`config.mk`:
```
export PLATFORM = sky130hd
export DESIGN_NAME = packet_bitfield_read_write_top
export DESIGN_NICKNAME = d
export VERILOG_FILES = /design/src/hdl/pbrw_pkg.sv /design/src/hdl/pbrw_ram.sv /design/src/hdl/pbrw_core.sv /design/src/hdl/packet_bitfield_read_write_top.sv
export SDC_FILE = /design/constraint.sdc
export NUM_CORES = 2
export LEC_CHECK = 0
export BUFFER_PORTS_ARGS = -buffer_cell sky130_fd_sc_hd__buf_4
export CORE_MARGIN = 4
export CORE_UTILIZATION = 35
export DETAILED_ROUTE_END_ITERATION = 10
export MAX_ROUTING_LAYER = met4
export PLACE_DENSITY = 0.6
export SLEW_MARGIN = 20
export SYNTH_ARGS = -nofsm -noshare
export SYNTH_HDL_FRONTEND = slang
export SYNTH_SLANG_ARGS = --single-unit
```
`constraint.sdc`:
```
create_clock -name clk -period 15.67 [get_ports clk]
set_input_delay 3.9175 -clock clk [delete_from_list [all_inputs] [get_ports clk]]
set_output_delay 3.9175 -clock clk [all_outputs]
set_load 0.03 [all_outputs]
```
`src/hdl/pbrw_pkg.sv`:
```
// Package for the packet bit-field reader and writer.
// Holds the shared types, codes and a helper function; it depends on nothing.
`timescale 1ns / 1ps
`default_nettype none

package pbrw_pkg;

  localparam int BUFFER_BYTES_DEF   = 256;
  localparam int MAX_FIELD_BITS_DEF = 32;
  localparam int FIELD_W            = 32;
  localparam int SPAN_W             = 40;
  localparam int CHK_W              = 16;
  localparam int PKT_BYTES_W        = 9;

  typedef enum logic [1:0] {
    KIND_LOAD  = 2'd0,
    KIND_READ  = 2'd1,
    KIND_WRITE = 2'd2
  } kind_t;

  typedef enum logic {
    REG_PACKET_BYTES = 1'b0,
    REG_BIT_ORDER    = 1'b1
  } reg_index_t;

  typedef enum logic [2:0] {
    ST_CLEAR,
    ST_IDLE,
    ST_CHECK,
    ST_XFER,
    ST_FINAL,
    ST_DONE
  } seq_state_t;

  typedef struct packed {
    logic [PKT_BYTES_W-1:0] packet_bytes;
    logic                   bit_order;
  } cfg_t;

  typedef struct packed {
    logic [1:0]         kind;
    logic [7:0]         byte_index;
    logic [7:0]         byte_value;
    logic [10:0]        bit_offset;
    logic [5:0]         bit_length;
    logic               is_signed;
    logic [FIELD_W-1:0] field_value;
  } item_t;

  typedef struct packed {
    logic               valid;
    logic [FIELD_W-1:0] field_out;
    logic               in_range;
  } result_t;

  function automatic logic [FIELD_W-1:0] field_mask(input logic [5:0] len);
    logic [FIELD_W:0] wide;
    wide = (33'd1 << len) - 33'd1;
    return wide[FIELD_W-1:0];
  endfunction

endpackage

`default_nettype wire

```
`src/hdl/pbrw_ram.sv`:
```
// Generic single-write, single-read synchronous RAM with a registered read.
// Standalone; used for the packet byte buffer.
`timescale 1ns / 1ps
`default_nettype none

module pbrw_ram #(
  parameter int WIDTH = 8,
  parameter int DEPTH = 256
) (
  input  wire                      clk,
  input  wire                      we,
  input  wire  [$clog2(DEPTH)-1:0] waddr,
  input  wire  [WIDTH-1:0]         wdata,
  input  wire  [$clog2(DEPTH)-1:0] raddr,
  output logic [WIDTH-1:0]         rdata
);

  logic [WIDTH-1:0] mem [DEPTH];

  always_ff @(posedge clk) begin
    if (we) begin
      mem[waddr] <= wdata;
    end
    rdata <= mem[raddr];
  end

endmodule

`default_nettype wire

```
`src/hdl/pbrw_core.sv`:
```
// Sequencer that clears the byte buffer and walks the bytes of a field, reading
// one byte a cycle, merging it back for a write. Uses pbrw_pkg and pbrw_ram.
`timescale 1ns / 1ps
`default_nettype none

module pbrw_core #(
  parameter int BUFFER_BYTES   = pbrw_pkg::BUFFER_BYTES_DEF,
  parameter int MAX_FIELD_BITS = pbrw_pkg::MAX_FIELD_BITS_DEF
) (
  input  wire                    clk,
  input  wire                    rst,
  input  wire  pbrw_pkg::cfg_t   cfg,
  input  wire                    in_valid,
  output logic                   in_ready,
  input  wire  pbrw_pkg::item_t  item,
  output pbrw_pkg::result_t      res,
  input  wire                    res_ready
);

  import pbrw_pkg::*;

  localparam int AW = $clog2(BUFFER_BYTES);

  seq_state_t state, state_next;

  logic [AW-1:0]      clr_addr;
  item_t              item_r;
  logic [AW-1:0]      rd_addr;
  logic [2:0]         cnt;
  logic [2:0]         nbytes;
  logic [5:0]         shamt;
  logic [SPAN_W-1:0]  acc;
  logic [SPAN_W-1:0]  wmask;
  logic [SPAN_W-1:0]  wbits;
  logic [FIELD_W-1:0] mask_r;
  logic [FIELD_W-1:0] res_field;
  logic               res_ok;

  logic               ram_we;
  logic [AW-1:0]      ram_waddr;
  logic [7:0]         ram_wdata;
  logic [AW-1:0]      ram_raddr;
  logic [7:0]         ram_rdata;

  logic [CHK_W-1:0]   limit;
  logic [CHK_W-1:0]   span_end;
  logic               field_ok;
  logic               load_ok;
  logic [6:0]         fend;
  logic [2:0]         n_calc;
  logic [6:0]         sh_msb;
  logic [6:0]         sh_lsb;
  logic [FIELD_W-1:0] mask_calc;
  logic [SPAN_W-1:0]  wbits_calc;
  logic [SPAN_W-1:0]  wmask_calc;
  logic [6:0]         place;
  logic [7:0]         merged;
  logic [SPAN_W-1:0]  shifted;
  logic [FIELD_W-1:0] extracted;

  pbrw_ram #(
    .WIDTH(8),
    .DEPTH(BUFFER_BYTES)
  ) u_ram (
    .clk  (clk),
    .we   (ram_we),
    .waddr(ram_waddr),
    .wdata(ram_wdata),
    .raddr(ram_raddr),
    .rdata(ram_rdata)
  );

  always_comb begin
    limit = ({{(CHK_W-PKT_BYTES_W){1'b0}}, cfg.packet_bytes} < CHK_W'(BUFFER_BYTES)) ?
            {{(CHK_W-PKT_BYTES_W){1'b0}}, cfg.packet_bytes} : CHK_W'(BUFFER_BYTES);
    span_end = CHK_W'(item_r.bit_offset) + CHK_W'(item_r.bit_length);
    field_ok = (item_r.bit_length != 6'd0) &&
               (CHK_W'(item_r.bit_length) <= CHK_W'(MAX_FIELD_BITS)) &&
               (span_end <= (limit << 3));
    load_ok = CHK_W'(item_r.byte_index) < CHK_W'(BUFFER_BYTES);
    fend = 7'(item_r.bit_offset[2:0]) + 7'(item_r.bit_length);
    n_calc = 3'((fend + 7'd7) >> 3);
    sh_msb = {1'b0, n_calc, 3'b000} - fend;
    sh_lsb = 7'(SPAN_W) - {1'b0, n_calc, 3'b000} + 7'(item_r.bit_offset[2:0]);
    place = 7'(SPAN_W) - fend;
    mask_calc = field_mask(item_r.bit_length);
    wbits_calc = SPAN_W'(item_r.field_value & mask_calc) << place;
    wmask_calc = SPAN_W'(mask_calc) << place;
    merged = (ram_rdata & ~wmask[SPAN_W-1 -: 8]) | wbits[SPAN_W-1 -: 8];
    shifted = acc >> shamt;
    extracted = shifted[FIELD_W-1:0] & mask_r;
    if (item_r.is_signed && ((extracted & ~(mask_r >> 1)) != '0)) begin
      extracted = extracted | ~mask_r;
    end
  end

  always_comb begin
    state_next = state;
    in_ready   = 1'b0;
    ram_we     = 1'b0;
    ram_waddr  = rd_addr;
    ram_wdata  = merged;
    ram_raddr  = rd_addr + AW'(1);
    res.valid     = 1'b0;
    res.field_out = res_field;
    res.in_range  = res_ok;
    case (state)
      ST_CLEAR: begin
        ram_we    = 1'b1;
        ram_waddr = clr_addr;
        ram_wdata = 8'd0;
        if (clr_addr == AW'(BUFFER_BYTES - 1)) begin
          state_next = ST_IDLE;
        end
      end
      ST_IDLE: begin
        in_ready = 1'b1;
        if (in_valid) begin
          state_next = ST_CHECK;
        end
      end
      ST_CHECK: begin
        ram_raddr = AW'(item_r.bit_offset >> 3);
        if (item_r.kind == KIND_LOAD) begin
          ram_we     = load_ok;
          ram_waddr  = AW'(item_r.byte_index);
          ram_wdata  = item_r.byte_value;
          state_next = ST_DONE;
        end else if ((item_r.kind == KIND_READ || item_r.kind == KIND_WRITE) && field_ok) begin
          state_next = ST_XFER;
        end else begin
          state_next = ST_DONE;
        end
      end
      ST_XFER: begin
        ram_we = (item_r.kind == KIND_WRITE);
        if (cnt + 3'd1 == nbytes) begin
          state_next = ST_FINAL;
        end
      end
      ST_FINAL: begin
        state_next = ST_DONE;
      end
      ST_DONE: begin
        res.valid = 1'b1;
        if (res_ready) begin
          state_next = ST_IDLE;
        end
      end
      default: begin
        state_next = ST_IDLE;
      end
    endcase
  end

  always_ff @(posedge clk) begin
    if (rst) begin
      state    <= ST_CLEAR;
      clr_addr <= '0;
    end else begin
      state <= state_next;
      if (state == ST_CLEAR) begin
        clr_addr <= clr_addr + AW'(1);
      end
    end
  end

  always_ff @(posedge clk) begin
    case (state)
      ST_IDLE: begin
        if (in_valid) begin
          item_r <= item;
        end
      end
      ST_CHECK: begin
        rd_addr   <= ram_raddr;
        cnt       <= 3'd0;
        nbytes    <= n_calc;
        shamt     <= cfg.bit_order ? sh_lsb[5:0] : sh_msb[5:0];
        mask_r    <= mask_calc;
        wmask     <= wmask_calc;
        wbits     <= wbits_calc;
        res_field <= '0;
        res_ok    <= (item_r.kind == KIND_LOAD) ? load_ok :
                     ((item_r.kind == KIND_READ || item_r.kind == KIND_WRITE) && field_ok);
      end
      ST_XFER: begin
        acc   <= cfg.bit_order ? {ram_rdata, acc[SPAN_W-1:8]} : {acc[SPAN_W-9:0], ram_rdata};
        wmask <= wmask << 8;
        wbits <= wbits << 8;
        cnt   <= cnt + 3'd1;
        rd_addr <= ram_raddr;
      end
      ST_FINAL: begin
        res_field <= (item_r.kind == KIND_READ) ? extracted : '0;
      end
      default: begin
      end
    endcase
  end

endmodule

`default_nettype wire

```
`src/hdl/packet_bitfield_read_write_top.sv`:
```
// Packet bit-field reader and writer: top level with register file and output stage.
// Depends on pbrw_pkg and pbrw_core.
//
// Input beats arrive on the s_ stream. s_tuser carries the kind: load one byte,
// read a field or write a field. Each input beat yields exactly one output beat
// on the m_ stream with the extracted field in m_tdata and the in-range flag in
// m_tuser. Fields of 1 to 32 bits at any bit offset are handled one buffer byte
// per cycle through a single byte memory.
// Each item passes a check state; a byte load, a refused field or an unknown kind
// then goes to the done state, while a field spanning n buffer bytes (n is 1 to 5)
// first passes the transfer state, one byte a step, and a final state. Its output
// beat is registered from the done state.
// Results are held in an output register, so a finished beat waits there while
// the next item is taken; the core stalls only when that register is still full.
// The registers packet_bytes and bit_order are written through cfg_we, cfg_index and
// cfg_wdata; the user must do so only while idle, which the block does not enforce.
// A synchronous reset zeroes both registers and then sweeps the buffer to zero,
// one byte a cycle over all BUFFER_BYTES bytes, with s_tready low during the sweep.
`timescale 1ns / 1ps
`default_nettype none

module packet_bitfield_read_write_top #(
  parameter int BUFFER_BYTES   = pbrw_pkg::BUFFER_BYTES_DEF,
  parameter int MAX_FIELD_BITS = pbrw_pkg::MAX_FIELD_BITS_DEF
) (
  input  wire         clk,
  input  wire         rst,
  input  wire         s_tvalid,
  output logic        s_tready,
  // byte_index, byte_value, bit_offset, bit_length, is_signed, field_value, zero fill
  input  wire  [71:0] s_tdata,
  // kind
  input  wire  [1:0]  s_tuser,
  output logic        m_tvalid,
  input  wire         m_tready,
  // field_out
  output logic [31:0] m_tdata,
  // in_range
  output logic        m_tuser,
  input  wire         cfg_we,
  input  wire         cfg_index,
  input  wire  [8:0]  cfg_wdata
);

  import pbrw_pkg::*;

  cfg_t    cfg;
  item_t   item;
  result_t res;
  logic    res_take;

  always_ff @(posedge clk) begin
    if (rst) begin
      cfg <= '0;
    end else if (cfg_we) begin
      case (cfg_index)
        REG_PACKET_BYTES: cfg.packet_bytes <= cfg_wdata;
        REG_BIT_ORDER:    cfg.bit_order    <= cfg_wdata[0];
        default: begin
        end
      endcase
    end
  end

  always_comb begin
    item.kind        = s_tuser;
    item.byte_index  = s_tdata[7:0];
    item.byte_value  = s_tdata[15:8];
    item.bit_offset  = s_tdata[26:16];
    item.bit_length  = s_tdata[32:27];
    item.is_signed   = s_tdata[33];
    item.field_value = s_tdata[65:34];
  end

  pbrw_core #(
    .BUFFER_BYTES  (BUFFER_BYTES),
    .MAX_FIELD_BITS(MAX_FIELD_BITS)
  ) u_core (
    .clk      (clk),
    .rst      (rst),
    .cfg      (cfg),
    .in_valid (s_tvalid),
    .in_ready (s_tready),
    .item     (item),
    .res      (res),
    .res_ready(res_take)
  );

  assign res_take = !m_tvalid || m_tready;

  always_ff @(posedge clk) begin
    if (rst) begin
      m_tvalid <= 1'b0;
    end else if (res_take) begin
      m_tvalid <= res.valid;
    end
  end

  always_ff @(posedge clk) begin
    if (res_take && res.valid) begin
      m_tdata <= res.field_out;
      m_tuser <= res.in_range;
    end
  end

`ifndef SYNTH
  a_result_held: assert property (@(posedge clk) disable iff (rst)
    res.valid && m_tvalid && !m_tready |=> res.valid)
    else $error("finished result dropped while output stage full");

  a_sweep_after_reset: assert property (@(posedge clk)
    rst |=> !s_tready)
    else $error("input taken during buffer clearing sweep");

  a_refused_is_zero: assert property (@(posedge clk) disable iff (rst)
    m_tvalid && !m_tuser |-> m_tdata == 32'd0)
    else $error("refused beat carries nonzero field");
`endif

endmodule

`default_nettype wire

```
==> impl_results.md <==
* Number of global-route vias before repair at 62620
* Period utilisation layout at between 40% and 50%
* Top FF cell, synth: edfxtp_1
* Level count of the clock H-tree at 4
* Final weighted congestion of routability-driven global placement at 0.9344
* Resize count post-CTS at 0
* Minimum clock period at between 6000 and 7000 ps
* Data arrival at the endpoint of the critical path at ~7200 ps
* GRT Max-Usage Layer: met2
* Die Width at between 500 and 600 µm
* EDFF count, synth at about 2400
* Count of hold-fix buffers inserted at cts at 0
* WL per Instance at 28.73 µm
* Die area at about 300000 µm²
* Series of cell instances along the critical path: or3b_1 -> a21o_4 -> inv_8 -> buf_12 -> buf_4 -> buf_4 -> mux4_2 -> o21ai_0 -> a32oi_1 -> and4_1 -> o2bb2ai_1 -> or3_1
* Via density at between 5 and 6
* Power density of the placed cells at between 100 and 150 nW/µm²
* Fraction of final layout cells sized beyond drive strength 1 at 13.94%
* Tightest slew margin relative to the limit at ~15%
* Yosys warns at 0
* Sw power at approximately 2500 µW
* Result of the run: finished clean
* Highest Clock Rate at 154.4 MHz
* Cell type with the highest occurrence count on the critical path: buf_4
* Total iterations of the first detailed-routing run at 7
* Worst path required time at ~16000 ps
* Root cell of the clock tree: clkbuf_16
* Clock Path Buffers at 4
* Number of clock buffers inserted by TritonCTS at approximately 230
* Combinational cell fraction of total power at less than 1%
* IO Port Bufs at between 100 and 150
* CTS sink count at around 2400
* Switch share at 20.00%
* Remaining DRCs at 0
* Global-route wire length before repair at around 470 mm
* Summed area of non-filler cells in the final layout at between 100000 and 150000 µm²
* Slack of the worst reg-to-reg path at roughly 9200 ps
* Avg Synthesized Cell Area at 14.01 µm²
* Post-place instance area at approximately 110000 µm²
* Worst setup timing slack at the placement stage at 9046 ps
* Met2 global-route usage at around a third
* Boundary pin count at ~120
* Detailed placer's ending HPWL at roughly 200 mm
* Area of the placeable core at between 200000 and 300000 µm²
* Setup repair after global routing missed its margin: no
* Most common cell after layout, fill and taps aside: edfxtp_1
* Tot GR Track Use at between 20% and 30%
* Area added between synthesis and finish at 12.44%
* Worst min-delay path class: flop to flop
* Largest incremental delay on the critical path at between 600 and 700 ps
* Worst min-delay path startpoint: u_core.res_field[20]$_SDFFCE_PN0P_
* Critical Path Start Type: flop
* Final-report hold violation count at 0
* IR drop worst, VDD at 102.7 µV
* Worst-case hold slack at between 400 and 500 ps
* Cell internal pwr at around 10000 µW
* Leakage power figure at 0.03754 µW
* Distinct cells, synth at 94
* Flops & latches, synth at roughly 2400
* Number of nets with antenna violations after detailed routing at 0
* Pin count of the biggest net entering global routing at 230
* Final Max Tran Viols at 0
* Final layout net count at between 7000 and 8000
* Clock tree from TritonCTS: yes
* Number of antenna violations at the first check in global routing at 12
* Setup total negative slack at 0 ps
* Reg-to-Reg End: u_core.u_ram.rdata[2]$_DFF_P_
* Die height at ~550 µm
* Share of flip-flops with an asynchronous set or reset after synthesis at 0%
* Buffers inserted by post-CTS timing repair at 0
* Post-synth net total at 7424
* Starting utilization of the core area at 35.19%
* GR met3 Demand/Resource at 4.486%
* Row cnt at 198
* Number of cells on the worst reg-to-reg path at 12
* Cells on Worst Hold Path at 0
* Via count at approximately 67000
* Setup Viol. Count Final at 0
* Clk network pwr share at 43.8%
* Element type at the critical path end: flop
* Highest fanout seen on the critical path at 88
* Post-CTS clock slew at the launch and capture registers of the worst setup and hold paths at approximately 60 ps
* Transition time of the tightest slew-check pin at roughly 1200 ps
* Commonest cells after routing, fill and taps aside: edfxtp_1 (2354), nand2_1 (1348), nand3_1 (497), nor2_1 (437), buf_4 (272)
* Drt initial violations at 9301
* Number of max-capacitance violations reported at 0
* Routing usage on met1 at between 20% and 30%
* Number of cells produced by synthesis at 7310
* Post-synthesis cell area at 102400 µm²
* Category of the most critical setup path: flop to flop
* Global route total overflow at 0
* Reg-to-Reg Start: u_core.state[0]$_SDFFE_PP0P_
* Highest-delay cell along the critical path: or3b_1
* Post-Route WL at between 300 and 400 mm
* Terminating pin of the worst hold path: m_tdata[20]$_DFFE_PP_
* Sequential cell area fraction in the yosys report at 69.59%
* Share of power burned in registers at a little under three fifths
* Final setup skew at between 100 and 150 ps
* Final worst setup slack at just over 9000 ps
* Insertion delay to the later sink of the worst-skew pair at about 930 ps
==> worst max-delay path by stage <==
stage,start,depth (start not counted),end
finish,u_core.state[0]$_SDFFE_PP0P_,12,u_core.u_ram.rdata[2]$_DFF_P_
global route,u_core.state[0]$_SDFFE_PP0P_,11,u_core.u_ram.rdata[6]$_DFF_P_
CTS,u_core.state[0]$_SDFFE_PP0P_,12,u_core.u_ram.rdata[2]$_DFF_P_
detailed placement,u_core.state[0]$_SDFFE_PP0P_,11,u_core.u_ram.rdata[6]$_DFF_P_
global placement,u_core.state[0]$_SDFFE_PP0P_,11,u_core.u_ram.rdata[6]$_DFF_P_
floorplan,u_core.state[2]$_SDFFE_PP0P_,9,u_core.u_ram.mem[0][5]$_DFFE_PP_
==> metal layers <==
metal	vias up	share of wire (%)
met5	-	0
met4	0	3.8
met3	615	10
met2	3808	46
met1	34170	40
li1	28280	-
==> power groups by stage <==
stage,combinational [µW],clock (µW),sequential [µW]
2_1_floorplan,25.8,0,7050
3_3_place_gp,75.2,0,7050
3_5_place_dp,75.2,0,7050
4_1_cts,76.3,5510,6910
5_1_grt,79.7,5780,6910
6_report,78.7,5450,6910
==> registers in the layout (all words and copies together) (netlist names) <==
| name | cells |
|---|---|
| u_core.clr_addr | 8 |
| u_core.item_r | 68 |
| u_core.acc | 40 |
| u_core.nbytes | 3 |
| u_core.res_ok | 1 |
| u_core.wbits | 40 |
| u_core.state | 3 |
| u_core.shamt | 6 |
| cfg | 10 |
| u_core.rd_addr | 8 |
| u_core.mask_r | 32 |
| u_core.u_ram.rdata | 8 |
| m_tuser | 1 |
| m_tvalid | 1 |
| u_core.res_field | 32 |
| u_core.u_ram.mem | 2048 |
| m_tdata | 32 |
| u_core.wmask | 40 |
| u_core.cnt | 3 |
==> cell usage after synthesis (all sizes together), types with 22 or more instances <==
cell type / n / area share [%]
nor2: 455 / 1.7
ha: 24 / 0.29
o22ai: 55 / 0.34
nand4: 98 / 0.60
nor4: 22 / 0.13
a22oi: 52 / 0.38
o211ai: 54 / 0.41
a211oi: 27 / 0.20
nor2b: 29 / 0.18
nand2b: 29 / 0.18
and2: 28 / 0.17
a31oi: 135 / 0.82
xnor2: 25 / 0.21
nand2: 1349 / 4.9
mux2i: 219 / 2.2
nor3: 58 / 0.29
mux2: 69 / 0.76
mux4: 265 / 5.8
and3: 55 / 0.34
a21o: 25 / 0.18
dfxtp: 30 / 0.59
inv: 50 / 0.18
a32oi: 83 / 0.71
edfxtp: 2354 / 69
o21ai: 149 / 0.76
nand3: 497 / 2.4
clkbuf: 290 / 1.1
buf: 203 / 0.98
a21oi: 175 / 0.85
o31ai: 28 / 0.21
a221oi: 32 / 0.27
o2111ai: 27 / 0.23
==> kinds of logic (layout without fill, tap and decap cells) <==
family	Yosys count	after routing	synth area share, %
compound gates	1044	1044	7.147
xor+xnor	40	40	0.3420
fa+ha+maj	25	25	0.3127
buf+inv	550	760	2.249
flops	2384	2384	69.59
mux	553	553	8.740
other cells	0	17	0
simple gates	2714	2714	11.62
==> area by class of cell <==
class	instances	area [µm²]
Fill cell	26800	175900
Sequential cell	2384	71290
Multi-Input combinational cell	4376	29220
Clock buffer	290	6225
Tap cell	3900	4880
Timing Repair Buffer	284	2281
Clock inverter	129	1007
Inverter	57	240.2
Antenna cell	17	42.54
==> critical path, delay by kind of cell, from the launching register on <==
kind / cells / cell delay (ps)
flip-flops: 1 / 510
multiplexers: 1 / 600
AO/OA/AOI/OAI: 4 / 1300
AND/OR/NAND/NOR: 3 / 1610
buffers and inverters: 4 / 2220
==> metrics by stage <==
step,utilization (%),instances,total power (µW)
after global placement,37.05,11000,7123
final,39.57,11440,12440
after floorplan,-,7310,7073
after global routing,39.57,11430,12770
after detailed placement,37.05,11000,7123
after CTS,39.54,11420,12500
Note: power is estimated with default switching activity, not from simulation.
